$ cat config.mk
export PLATFORM = sky130hd
export DESIGN_NAME = fat12_ctrl
export DESIGN_NICKNAME = d
export VERILOG_FILES = /design/src/rtl/fat12_pkg.sv /design/src/rtl/fat12_ctrl.sv
export VERILOG_INCLUDE_DIRS = /design/src /design/src/rtl
export SDC_FILE = /design/constraint.sdc
export NUM_CORES = 1
export LEC_CHECK = 0
export BUFFER_PORTS_ARGS = -buffer_cell sky130_fd_sc_hd__buf_2
export CAP_MARGIN = 10
export CORE_AREA = 10 10 47 49
export CTS_BUF_LIST = sky130_fd_sc_hd__clkbuf_8
export DETAILED_ROUTE_END_ITERATION = 10
export DIE_AREA = 0 0 57 59
export GPL_TIMING_DRIVEN = 0
export SYNTH_ARGS = -nofsm -noshare
export SYNTH_HDL_FRONTEND = slang
export SYNTH_SLANG_ARGS = --single-unit
$ cat constraint.sdc
create_clock -name clk -period 2.35 [get_ports clk]
set_input_delay 0.235 -clock clk [delete_from_list [all_inputs] [get_ports clk]]
set_output_delay 0.235 -clock clk [all_outputs]
set_load 0.005 [all_outputs]
$ cat src/rtl/fat12_cluster_table_engine_macros.svh
// Assertion helpers; clk and rst_n must be in scope at the point of use.
`ifndef FAT12_CLUSTER_TABLE_ENGINE_MACROS_SVH
`define FAT12_CLUSTER_TABLE_ENGINE_MACROS_SVH

// same-cycle implication
`define FAT12_ASSERT_NOW(lbl, ante, cons) \
    lbl: assert property (@(posedge clk) disable iff (!rst_n) (ante) |-> (cons)) \
        else $error("fat12 assertion failed");

// next-cycle implication
`define FAT12_ASSERT_NEXT(lbl, ante, cons) \
    lbl: assert property (@(posedge clk) disable iff (!rst_n) (ante) |=> (cons)) \
        else $error("fat12 assertion failed");

`endif

$ cat src/rtl/fat12_pkg.sv
package fat12_pkg;

    localparam int IDX_W = 13;
    localparam int CL_W  = 12;
    localparam int RV_W  = 12;

    localparam logic [CL_W-1:0] END_MARK = 12'hFFF;

    typedef enum logic [2:0] {
        REQ_LOAD   = 3'd0,
        REQ_READ   = 3'd1,
        REQ_LOOKUP = 3'd2,
        REQ_CLEAR  = 3'd3,
        REQ_FREE   = 3'd4
    } req_t;

    typedef enum logic [1:0] {
        ST_OK    = 2'd0,
        ST_RANGE = 2'd1,
        ST_CHAIN = 2'd2
    } status_t;

    typedef enum logic [2:0] {
        S_IDLE,
        S_DISPATCH,
        S_READ,
        S_EVAL,
        S_WR_LAST,
        S_WR_NEXT,
        S_FINISH
    } state_t;

    typedef struct packed {
        logic    latch;
        logic    rd_en;
        logic    wr_load;
        logic    wr_b0;
        logic    wr_b1;
        logic    step_inc;
        logic    cnt_inc;
        logic    advance;
        logic    rv_we;
        logic    st_we;
        status_t st_code;
        logic    ld_out;
    } fat12_cmd_t;

    typedef struct packed {
        logic [2:0] req;
        logic       idx_ok;
        logic       cl_ok;
        logic       nxt_end;
        logic       nxt_bad;
        logic       limit_hit;
        logic       out_free;
    } fat12_sts_t;

endpackage

$ cat src/rtl/fat12_ctrl.sv
`include "fat12_cluster_table_engine_macros.svh"

module fat12_ctrl
    import fat12_pkg::*;
(
    input  logic       clk,
    input  logic       rst_n,
    input  logic       in_valid,
    output logic       in_ready,
    input  fat12_sts_t sts,
    output fat12_cmd_t cmd
);

    state_t state_reg;
    state_t state_next;

    always_ff @(posedge clk or negedge rst_n)
    begin
        if (!rst_n)
        begin
            state_reg <= S_IDLE;
        end
        else
        begin
            state_reg <= state_next;
        end
    end

    always_comb
    begin
        state_next = state_reg;
        cmd        = '0;
        in_ready   = 1'b0;
        case (state_reg)
            S_IDLE:
            begin
                in_ready = 1'b1;
                if (in_valid)
                begin
                    cmd.latch  = 1'b1;
                    state_next = S_DISPATCH;
                end
            end
            S_DISPATCH:
            begin
                state_next = S_FINISH;
                case (sts.req)
                    REQ_LOAD:
                    begin
                        if (sts.idx_ok)
                        begin
                            cmd.wr_load = 1'b1;
                        end
                        else
                        begin
                            cmd.st_we   = 1'b1;
                            cmd.st_code = ST_RANGE;
                        end
                    end
                    REQ_READ:
                    begin
                        if (sts.idx_ok)
                        begin
                            cmd.rd_en  = 1'b1;
                            state_next = S_EVAL;
                        end
                        else
                        begin
                            cmd.st_we   = 1'b1;
                            cmd.st_code = ST_RANGE;
                        end
                    end
                    REQ_LOOKUP, REQ_CLEAR, REQ_FREE:
                    begin
                        if (sts.cl_ok)
                        begin
                            cmd.rd_en  = 1'b1;
                            state_next = S_EVAL;
                        end
                        else
                        begin
                            cmd.st_we   = 1'b1;
                            cmd.st_code = ST_RANGE;
                        end
                    end
                    default:
                    begin
                        state_next = S_FINISH;
                    end
                endcase
            end
            S_EVAL:
            begin
                state_next = S_FINISH;
                case (sts.req)
                    REQ_READ, REQ_LOOKUP:
                    begin
                        cmd.rv_we = 1'b1;
                    end
                    REQ_CLEAR:
                    begin
                        cmd.wr_b0  = 1'b1;
                        state_next = S_WR_LAST;
                    end
                    REQ_FREE:
                    begin
                        cmd.step_inc = 1'b1;
                        if (sts.nxt_end)
                        begin
                            cmd.wr_b0   = 1'b1;
                            cmd.cnt_inc = 1'b1;
                            state_next  = S_WR_LAST;
                        end
                        else if (sts.nxt_bad)
                        begin
                            // broken link: current entry stays as it is
                            cmd.st_we   = 1'b1;
                            cmd.st_code = ST_CHAIN;
                        end
                        else
                        begin
                            cmd.wr_b0   = 1'b1;
                            cmd.cnt_inc = 1'b1;
                            if (sts.limit_hit)
                            begin
                                cmd.st_we   = 1'b1;
                                cmd.st_code = ST_CHAIN;
                                state_next  = S_WR_LAST;
                            end
                            else
                            begin
                                state_next = S_WR_NEXT;
                            end
                        end
                    end
                    default:
                    begin
                        state_next = S_FINISH;
                    end
                endcase
            end
            S_WR_LAST:
            begin
                cmd.wr_b1  = 1'b1;
                state_next = S_FINISH;
            end
            S_WR_NEXT:
            begin
                cmd.wr_b1   = 1'b1;
                cmd.advance = 1'b1;
                state_next  = S_READ;
            end
            S_READ:
            begin
                cmd.rd_en  = 1'b1;
                state_next = S_EVAL;
            end
            S_FINISH:
            begin
                if (sts.out_free)
                begin
                    cmd.ld_out = 1'b1;
                    state_next = S_IDLE;
                end
            end
            default:
            begin
                state_next = S_IDLE;
            end
        endcase
    end

    `FAT12_ASSERT_NEXT(a_accept_dispatch, in_valid && in_ready, state_reg == S_DISPATCH)
    `FAT12_ASSERT_NEXT(a_read_then_eval, state_reg == S_READ, state_reg == S_EVAL)

endmodule

==> results list, run 1 <==
- Depth of the CTS H-tree: 1
- Synthesis produced a netlist with a net count of 65.
* Required arrival time at the worst endpoint: 2.12 ns
- Final total negative setup slack: 0 ns
- The register with the most flip-flops in the layout has 3 of them.
- For this design the top-level I/O count stands at 26.
- The detailed router placed 475 vias in this run.
- Highest attainable clock frequency: 503 MHz
- Count of final setup violators: 0
- In the synthesized netlist, mux cells make up 3.02% of the area.
- The final layout contains 96 nets.
- Portion of synthesized cell area occupied by the leading cell type: 20.1%
- The via count of the first global-routing pass came to 487.
- The floorplan step defined a die boundary enclosing 0.00336 mm2.
- Ys flop type: dfrtp_1
- In this run the worst path has a maximum fanout of 10.
* Layout cell share with drive strength beyond 1: 42.2%
- Tot GR Track Use: 7.23%
- The count of endpoints failing hold in the final timing report is 0.
- Sequential share of the synthesized area: 20.1%
* Static leakage: 0.300 nW
- Buffers inserted by post-CTS timing repair: 0
* Total net switching power: 0.204 mW
- Once routing completed, OpenROAD measured the worst setup slack at 0.363 ns.
* Type of element launching the critical path: flop
- Setup repair after global routing missed its margin: no
- Number of diodes: 0
- Cell depth of the worst flop-to-flop path: 6
- The worst setup path is captured at an output pin.
- After Yosys synthesis, and, or, nand and nor cells account for 43.0% of the synthesized area.
- After synthesis the netlist holds a flip-flop and latch count of 3.
* Maximum VDD drop: 0.000492 V
* Warning count from the yosys run: 0
* Synth Instances: 53
- Once placement completed, the tool counted placed cells totaling 94.
- Adder-Cell Fraction of Synth Area: 0%
* Buffer levels on the longest clock path: 2
* Critical Path End: cmd[3]
- Ys async rst share: 100%
- Entering global routing, the biggest net connects 11 pins.
- Layout Area Growth over Synthesis: 53.7%
* Number of clock buffers inserted by TritonCTS: 3
* Die Width: 57 um
* Site Rows: 14
- Largest family of logic cells by synthesized area: simple AND/OR/NAND/NOR gates
* Synth Area in XOR/XNOR: 2.35%
- Combinational group share of total power: 53.7%
* Compound-gate portion of the synthesized area: 24.2%
- Clock share of power: 29.5%
- Clock tree from TritonCTS: yes
- Data arrives at the worst endpoint at 1.75 ns.
* TritonRoute pass-1 iters: 4
* First-pass GRT wire length: 1950 um
- Across the routed clock network, the largest skew measured is 0.00398 ns.
* HP Class: primary input to asynchronous set/reset pin
- Registers take 75.1 um2.
- The mapped netlist covers 373 um2.
- The largest total area in the synthesized netlist belongs to dfrtp_1.
* Detailed-route DRC error count: 0
* Setup Slack @ Placement: 0.591 ns
* Setup crit start: state_reg[1]
- In the final layout, the multi-input gates occupy 270 um2.
- DR iter-0 viols: 15
- Count of placed standard cells in the final layout, fillers left out: 99
- For this block, the routed nets add up to 1240 um of wire.
* Die Span Y: 59 um
- Initial antenna violation count: 0
* Reg2Reg Capture Point: state_reg[0]
* Final period utilization: 84.6%
- Dividing the synthesized area by the synthesized cell count gives 7.04 um2.
- Switching portion of total power: 40.3%
- The count of buffers added on input and output ports is 25.
- Once the floorplan was initialized, standard cells occupied 26.6% of the core.
- Critical register-to-register path startpoint: state_reg[1]
- The number of max-slew violations in the final report was 0.
- Final hold analysis gives a worst-case slack of 0.343 ns.
- Pwr/cell area: 885 mW/mm2
- Cell internal power was estimated by the tool at 0.303 mW.
* DR WL/cell: 12.5 um
- Clock latency on the worst-skew pair, taken at its later pin, is 0.22 ns.
- Clock Sink Count: 3
- Cell chosen for the clock root: clkbuf_8
* Slack of the worst reg-to-reg path: 0.81 ns
- Min Clock Period, post-route: 1.99 ns
* Max-capacitance violation count: 0
* Final ANT Viol Nets: 0
- Vias per cell: 4.80
- Of the total power, registers draw 16.8%.
* Count of flip-flops with a built-in enable after synthesis: 0
* Total grt overflow: 0
- Final design utilization: 40.9%
* Worst max-slew margin expressed relative to the limit: 73.7%
- Number of distinct standard cells referenced by the synthesized netlist: 26
- Transition time of the tightest slew-check pin: 0.395 ns
- Clock slew at the register clock pins of the worst setup and hold paths: 0.03 ns
* GP Congestion: 0.769
- Outcome: finished clean
- Counting the fill cells in the layout gives 163.
* Critical path class: flop to output pin
- Floorplan Core Area: 0.00140 mm2
* Biggest area contributors in the synthesized netlist: dfrtp_1 (20%), nor2_1 (7.0%), nand3b_1 (6.0%)
* HPWL Detailed: 1020 um
[worst max-delay path: stages (launching register included)]
cell,delay [ns]
dfrtp_1,0.31
clkbuf_1,0.32
nand3b_1,0.19
or2_4,0.28
nor3_2,0.18
a31o_1,0.13
buf_2,0.11
[cells by family after synthesis]
family                    after synthesis
and+or+nand+nor                        28
AOI/OAI and AO/OA                      13
buffers and inverters                   7
DFF                                     3
xor gates and xnor gates                1
muxes                                   1
[synthesized netlist by cell type, types with 2 or more instances]
cell type  count
a21oi_1        4
and2_1         2
clkbuf_1       3
dfrtp_1        3
inv_1          3
nand2_1        4
nand3b_1       3
nor2_1         7
nor2b_1        3
nor3_1         4
o21ai_0        2
[per-layer routing]
metal	share of wire, %	track usage, %
met2	47	10.7
met1	41	7.75
met5	0	0
met3	11	3.86
met4	1.8	5.03
[power by group through the flow]
stage	registers, mW	logic (mW)	clock network, mW
finish	0.0851	0.272	0.150
global placement	0.0846	0.273	0
CTS	0.0857	0.277	0.155
detailed placement	0.0856	0.272	0
global route	0.0883	0.311	0.161
floorplan	0.0832	0.183	0
[area by class of cell]
| class | count | area share [%] |
|---|---|---|
| Buffer | 3 | 1.97 |
| Tap cell | 16 | 3.49 |
| Inverter | 4 | 2.84 |
| Sequential cell | 3 | 13.1 |
| Multi-Input combinational cell | 43 | 47.2 |
| Timing Repair Buffer | 26 | 23.6 |
| Clock inverter | 1 | 0.655 |
| Clock buffer | 3 | 7.21 |
[repair_timing]
action,CTS,global route
setup endpoints to repair,0,0
hold buffers,1,0
resized for setup,0,0
hold endpoints to repair,3,0
[placed cells by master, fill, tap and decap left out, drive strengths merged]
cell and count:
buf 25, nor2 7, clkbuf 6, nor3 5, inv 4, nand2 4
a21oi 4, nor2b 3, nand3b 3, dfrtp 3, o21ai 3, and2 2
a211oi 2, or3b 1, a211o 1, or2 1, a31o 1, and3 1
o211ai 1, clkinv 1, xnor2 1, o22a 1, and4 1, mux2 1
dlygate4sd3 1
[metrics by stage]
step	power (mW)	cell area, um2
4_1_cts	0.518	573
3_3_place_gp	0.358	518
5_1_grt	0.560	573
3_5_place_dp	0.358	518
2_1_floorplan	0.266	373
6_report	0.507	573
[how the worst min path moves through the flow]
| stage | endpoint | cells after the start | start |
|---|---|---|---|
| floorplan | state_reg[0] | 0 | rst_n |
| CTS | state_reg[2] | 2 | rst_n |
| finish | state_reg[2] | 2 | rst_n |
| global route | state_reg[2] | 2 | rst_n |
| detailed placement | state_reg[1] | 1 | rst_n |
| global placement | state_reg[2] | 1 | rst_n |
No activity file was read; power rests on OpenSTA's default activity.
==> inputs of run 2 (changes only) <==
--- a/config.mk
+++ b/config.mk
@@ -6,6 +6,7 @@
 export SDC_FILE = /design/constraint.sdc
 export NUM_CORES = 1
 export LEC_CHECK = 0
+export ABC_AREA = 1
 export BUFFER_PORTS_ARGS = -buffer_cell sky130_fd_sc_hd__buf_2
 export CAP_MARGIN = 10
 export CORE_AREA = 10 10 47 49
==> constraint.sdc (replaced) <==
create_clock -name clk -period 1.6 [get_ports clk]
set_input_delay 0.16 -clock clk [delete_from_list [all_inputs] [get_ports clk]]
set_output_delay 0.16 -clock clk [all_outputs]
set_load 0.005 [all_outputs]
==> run 2 against run 1 <==
Against the previous run:
- first-iteration DRC count decreased by 47%
- sequential power increased by 93%
- die area unchanged
- register-to-register slack got worse by 0.31 ns
- non-clock buffer count decreased by 2
- critical endpoint unchanged
- combinational power increased by 71%
- clock skew increased by 0.0016 ns
- flip-flop and latch count unchanged
- clock-buffer cell count unchanged
- final area increased by 6.3%
==> results list, run 2 <==
- Outcome: finished clean
- TritonRoute pass-1 iters: 4
- Internal power comes to 0.469 mW.
- Largest family of logic cells by synthesized area: simple AND/OR/NAND/NOR gates
- Row generation in the floorplan step produced 14 rows.
- After legalization and detailed placement, the total HPWL measured 1030 um.
- In this run the worst path has a maximum fanout of 5.
- For this run, the share of the core covered by cells in the final layout is 43.5%.
- Maximum VDD drop: 0.000667 V
- Summed over all failing endpoints, the final setup total negative slack is 0 ns.
* Delay contributed by the slowest stage of the critical path: 0.44 ns
- The number of max-slew violations in the final report came to 0.
- Summing the areas of all fa, ha and maj instances in the mapped netlist gives 0% of the synthesized area.
* Type of element launching the critical path: flop
- The synthesized netlist devotes 61.3% of its cell area to simple gates.
- Total nets after synthesis: 78
- Switching portion of total power: 44.7%
- Measured along the x axis, the die boundary spans 57 um.
* Worst Hold Slack: 0.256 ns
- Clock tree from TritonCTS: yes
- The register with the most flip-flops in the layout has 3 of them.
- Total net switching power: 0.379 mW
- On the final layout, the worst clock skew is 0.00563 ns.
- The net count of the finished layout is 109.
- The congestion estimate from routability-driven global placement came to 0.717.
- TritonCTS created 3 clock buffers.
- Among all flip-flop cells after synthesis, the most frequent one is dfrtp_1.
- The commonest cells after synthesis are inv_1 (11), nand2_1 (11), nor2_1 (10).
- Largest net degree at the start of global routing: 9
* Final Hold Fails: 0
- The library cell used most frequently in the layout, excluding fill and tap cells, is buf_2.
- Min Clock Period, post-route: 1.46 ns
- Pin placement for this block handled 26 I/O pins.
- Reg2Reg Capture Point: state_reg[0]
- Counting distinct cell types in the post-synthesis netlist gives 20.
* Total grt overflow: 0
- First-pass GRT wire length: 1950 um
- By area the synthesized netlist is led by dfrtp_1 (19%), inv_1 (10%), nand2_1 (10%).
- In the synthesized netlist, the number of instances is 66.
* Floorplan Core Area: 0.00140 mm2
* Static leakage: 0.367 nW
- Dividing total power by cell area gives a power density of 1390 mW/mm2.
- The slowest stage of the critical path is the dfrtp_2 cell.
* Max-capacitance violation count: 0
- In this run the remaining antenna-violating nets after routing total 0.
- Initial antenna violation count: 0
- Detailed-route DRC error count: 0
- Synth Area in XOR/XNOR: 0%
- Of the synthesized area, sequential elements account for 18.6%.
- CTS built an H-tree with a depth of 1.
- Effective utilization at floorplan: 28.8%
* Compound-gate portion of the synthesized area: 6.19%
* Layout Area Growth over Synthesis: 50.8%
- Total routed wirelength: 1170 um
* Cell depth of the worst flop-to-flop path: 5
- Buffer levels on the longest clock path: 2
- Buffers & Inverters on Critical Path: 2
- Counting flops with a built-in enable in the synthesized netlist gives 0.
* Count of final setup violators: 0
- The setup check on the worst reg-to-reg path leaves a slack of 0.50 ns.
* FF+latch area: 77.6 um2
* Library cell occupying the most area in the post-synthesis netlist: dfrtp_1
- The synthesized netlist occupies a cell area of 404 um2.
- The placed instances occupy a cell area of 549 um2.
- Warning count from the yosys run: 0
- In this run the critical register-to-register path is launched from state_reg[1].
* Worst max-slew margin expressed relative to the limit: 85.0%
- # placed instances: 107
- Using the TritonRoute via totals, the vias-per-cell ratio works out to 4.53.
- Tot GR Track Use: 7.22%
* Via count of the routed design: 507
* Proportion of power drawn by flip-flops and latches: 19.3%
- Count of placed standard cells in the final layout, fillers left out: 112
- On the critical path the largest part of the delay comes from flip-flops.
* Worst Path Arrival: 1.30 ns
* Clock slew at the register clock pins of the worst setup and hold paths: 0.03 ns
- Area occupied by multi-input gates: 273 um2
- Number of global-route vias before repair: 506
* Cell Chain, Critical Path: inv_4 > nand3_4 > nor2_4 > nand2_1 > o21ai_1 > buf_2
- The filler cells instantiated in the layout total 164.
- Averaged over all synthesized cells, the footprint is 6.12 um2.
- Port buffering added 25 buffers.
- Proportion of synthesized area in mux cells: 0%
- DR iter-0 viols: 8
- The clock network burns 25.8% of the power.
- Die Span Y: 59 um
- The critical path is of the flop to output pin type.
- Setup repair after global routing left no endpoint under its margin.
- Combinational logic burns 54.9% of the power.
* Clock Sink Count: 3
- Transition time of the tightest slew-check pin: 0.223 ns
- Critical path endpoint category: output pin
- Portion of synthesized cell area occupied by the leading cell type: 18.6%
* DR WL/cell: 10.4 um
- The post-route netlist has 46.9% of its cells at a drive strength greater than 1.
* Buffers inserted by post-CTS timing repair: 0
- Setup crit start: state_reg[2]
- Counting flops and latches in the post-synthesis netlist gives 3.
- The final critical path takes up 91.0% of the cycle.
* Number of diodes: 0
- Highest attainable clock frequency: 687 MHz
- The die covers 0.00336 mm2.
* Cell chosen for the clock root: clkbuf_8
- Post-route standard cell area excluding fillers: 609 um2
* Ys async rst share: 100%
- Required arrival time at the worst endpoint: 1.44 ns
- The library cells used most frequently in the layout, excluding fill and tap cells, are buf_2 (25), inv_1 (12), nand2_1 (11).
* Worst skew pair latency: 0.22 ns
- The min-delay analysis places its worst path in the category primary input to asynchronous set/reset pin.
-- run 2: final cells by class --
cell class / count / share of cell area, %
repair buffers: 26 / 22.2
multi-input cells: 49 / 44.8
flip-flops and latches: 3 / 12.7
plain buffers: 1 / 1.23
clock inverters: 1 / 0.616
well taps: 16 / 3.29
clock buffers: 3 / 6.78
inverters: 13 / 8.42
-- run 2: worst max path at each step --
stage,endpoint,slack [ns],depth (start not counted)
2_1_floorplan,cmd[3],0.46,5
3_3_place_gp,cmd[3],0.33,6
3_5_place_dp,cmd[3],0.33,6
4_1_cts,cmd[3],0.09,6
5_1_grt,cmd[3],0.002,5
6_report,cmd[3],0.14,6
-- run 2: cell families after synthesis --
| group | after synthesis |
|---|---|
| flops | 3 |
| compound gates | 5 |
| buf+inv | 14 |
| simple gates | 44 |
-- run 2: metal layers --
| metal | up-vias | track usage [%] | part of all wire, % |
|---|---|---|---|
| li1 | 268 | - | - |
| met1 | 222 | 5.94 | 37 |
| met2 | 12 | 13.2 | 52 |
| met3 | 5 | 3.00 | 7.3 |
| met4 | 0 | 6.04 | 3.2 |
| met5 | - | 0 | 0 |
-- run 2: power groups by stage --
stage / sequential [mW] / clock, mW / combinational [mW]
after floorplan: 0.151 / 0 / 0.338
after global placement: 0.156 / 0 / 0.473
after detailed placement: 0.156 / 0 / 0.475
after CTS: 0.155 / 0.225 / 0.478
after global routing: 0.170 / 0.237 / 0.527
final: 0.164 / 0.218 / 0.466
-- run 2: per-stage QoR --
stage                     power [mW]  worst slack [ns]
after floorplan                0.489             0.461
after global placement         0.628             0.331
after detailed placement       0.631             0.329
after CTS                      0.858            0.0894
after global routing           0.934           0.00153
final                          0.848             0.144
-- run 2: repair_timing --
| item | 4_1_cts | 5_1_grt |
|---|---|---|
| hold buffers | 1 | 0 |
| gates resized for setup | 0 | 3 |
| endpoints found under the hold margin | 3 | 0 |
| setup endpoints to repair | 0 | 1 |
==> inputs of run 3 (changes only) <==
--- a/config.mk
+++ b/config.mk
@@ -11,9 +11,11 @@
 export CAP_MARGIN = 10
 export CORE_AREA = 10 10 47 49
 export CTS_BUF_LIST = sky130_fd_sc_hd__clkbuf_8
+export CTS_CLUSTER_DIAMETER = 50
 export DETAILED_ROUTE_END_ITERATION = 10
 export DIE_AREA = 0 0 57 59
 export GPL_TIMING_DRIVEN = 0
+export PLACE_DENSITY_LB_ADDON = 0.3
 export SYNTH_ARGS = -nofsm -noshare
 export SYNTH_HDL_FRONTEND = slang
 export SYNTH_SLANG_ARGS = --single-unit
==> run 3 against run 2 <==
Against the previous run:
- final area up 0.62%
- non-clock buffer count increased by 1
- first-iteration DRC count shrank 50%
- final cell count increased by 0.89%
- flip-flop and latch count unchanged
- sequential share of layout area shrank 0.28 points
- combinational power increased by 3%
- total power rose by 0.48%
- critical path depth did not move
==> results list, run 3 (synthesis results as in run 2) <==
* Outcome: finished clean
* Kind of cell adding the most delay to the critical path: flip-flops
- For this configuration, the core starts out at a cell density of 28.8%.
- Setup repair after global routing missed its margin: no
- Detailed routing inserted a total of 502 vias.
- The die covers 0.00336 mm2.
- Measured along the y axis, the die boundary spans 59 um.
- Port buffering added 25 buffers.
* Depth of the CTS H-tree: 1
- Total net switching power: 0.376 mW
- For the worst setup path, the data required time is 1.44 ns.
* Transition time of the tightest slew-check pin: 0.226 ns
* Floorplan Core Area: 0.00140 mm2
* Worst skew pair latency: 0.21 ns
- In this run switching power makes up 44.2% of total power.
* Final Hold Fails: 0
* Clock share of power: 24.8%
- The number of antenna violations at the first check in global routing is 0.
- Cell internal power was estimated by the tool at 0.476 mW.
* Max-capacitance violation count: 0
- Type of element launching the critical path: flop
* Count of final setup violators: 0
* Final worst-path setup slack: 0.105 ns
- Once detail routing completed, the nets flagged for antenna violations numbered 0.
* Combinational group share of total power: 56.4%
- Number of clock buffers inserted by TritonCTS: 3
- HPWL Detailed: 1060 um
* Setup Slack @ Placement: 0.316 ns
* Site Rows: 14
* Static leakage: 0.372 nW
* HP Class: primary input to flop
* Worst Path Arrival: 1.33 ns
* Final period utilization: 93.4%
* Layout Area Growth over Synthesis: 51.7%
- First-pass GRT wire length: 2070 um
- Most common cell after layout, fill and taps aside: buf_2
- Highest attainable clock frequency: 669 MHz
- Of the total power, registers draw 18.8%.
* Number of pins with negative max-slew slack in the final report: 0
- Together, buffers and inverters on the worst path number 2.
- Wires add up to 1190 um.
- Across the whole layout, storage elements account for 76.3 um2.
* Largest net degree at the start of global routing: 9
* Number of diodes: 0
- After detailed routing, the number of remaining DRC violations is 0.
- Vias per cell: 4.44
- The library cells used most frequently in the layout, excluding fill and tap cells, are buf_2 (25), inv_1 (12), nand2_1 (11).
- The worst setup path is captured at an output pin.
- Final total negative setup slack: 0 ns
* Clock Sink Count: 3
* Min Clock Period, post-route: 1.49 ns
* Clock slew at the register clock pins of the worst setup and hold paths: 0.03 ns
- Cell chosen for the clock root: clkbuf_8
- The critical path is of the flop to output pin type.
* Count of nets after finishing: 110
- Cell Chain, Critical Path: inv_2 > nand3_4 > nor2_4 > nand2_1 > o21ai_1 > buf_2
* Largest register FFs: 3
- In this run the worst path has a maximum fanout of 5.
- In the global route stage, overall resource usage came out at 7.53%.
- The detailed router finished its first iteration with 4 violations.
* Num ports: 26
- TritonRoute pass-1 iters: 4
* Pwr/cell area: 1390 mW/mm2
- The largest single stage delay on the critical path is 0.43 ns.
- TritonCTS built the clock tree.
* Final Skew: 0.000833 ns
* Die Width: 57 um
- The via count of the first global-routing pass was 535.
- VDD sags by at most 0.000763 V.
* DR WL/cell: 10.5 um
- Number of filler instances in the final layout: 172
* Area occupied by multi-input gates: 273 um2
* Worst max-slew margin expressed relative to the limit: 84.8%
- At the end of routability-driven placement, the weighted congestion stood at 0.777.
* Buffer levels on the longest clock path: 2
* Standard cell with the maximum stage delay on the critical path: dfrtp_2
- The post-route netlist has 46.4% of its cells at a drive strength greater than 1.
- Summed over all layers, the global routing overflow is 0.
==> run 3: final timing paths <==
check	start	endpoint	slack (ns)	cells past startpoint
min in group asynchronous	rst_n	state_reg[1]	0.28	2
worst max-delay path	state_reg[2]	cmd[3]	0.11	6
worst min-delay path	in_valid	state_reg[0]	0.26	3
worst max register to register	state_reg[2]	state_reg[0]	0.48	7
worst min register to register	state_reg[2]	state_reg[2]	0.63	2
max in group asynchronous	rst_n	state_reg[2]	1.20	2
==> run 3: metal layers <==
metal	vias to the layer above	wire length (um)	GRT usage (%)
li1	272	-	-
met1	207	511	8.34
met3	4	77	1.93
met4	0	48	7.05
met2	19	550	11.5
met5	-	0	0
==> run 3: area by class of cell <==
class,count,share of cell area [%]
well taps,16,3.27
inverters,13,7.96
clock inverters,1,0.612
flip-flops and latches,3,12.4
multi-input cells,49,44.5
repair buffers,27,23.3
plain buffers,1,1.22
clock buffers,3,6.73
==> run 3: stage by stage <==
| stage | cells | hold WS (ns) | area, um2 | total power [mW] | util (%) |
|---|---|---|---|---|---|
| final | 113 | 0.264 | 613 | 0.852 | 43.8 |
| after floorplan | 66 | -0.136 | 404 | 0.489 | - |
| after global routing | 113 | 0.286 | 613 | 0.943 | 43.8 |
| after CTS | 112 | 0.268 | 604 | 0.853 | 43.1 |
| after global placement | 107 | -0.0444 | 549 | 0.624 | 39.2 |
| after detailed placement | 107 | -0.0385 | 549 | 0.634 | 39.2 |
==> run 3: what timing repair did <==
item                                    CTS  global route
hold buffers                              1             0
hold endpoints to repair                  3             0
endpoints found under the setup margin    0             1
resized for setup                         0             1
setup buffers                             0             1
==> run 3: power by group through the flow <==
stage	sequential, mW	clock [mW]	combinational (mW)
6_report	0.160	0.211	0.481
5_1_grt	0.163	0.229	0.550
4_1_cts	0.159	0.216	0.477
3_5_place_dp	0.160	0	0.474
3_3_place_gp	0.158	0	0.466
2_1_floorplan	0.151	0	0.338
==> run 3: worst reg2reg max path, stage by stage, from the launching register on <==
cell and delay (ns):
dfrtp_2 0.43, inv_2 0.12, nand3_4 0.11, nor2_4 0.14
nand3_2 0.07, nand2_2 0.06, nor2_2 0.04, nor2_2 0.07
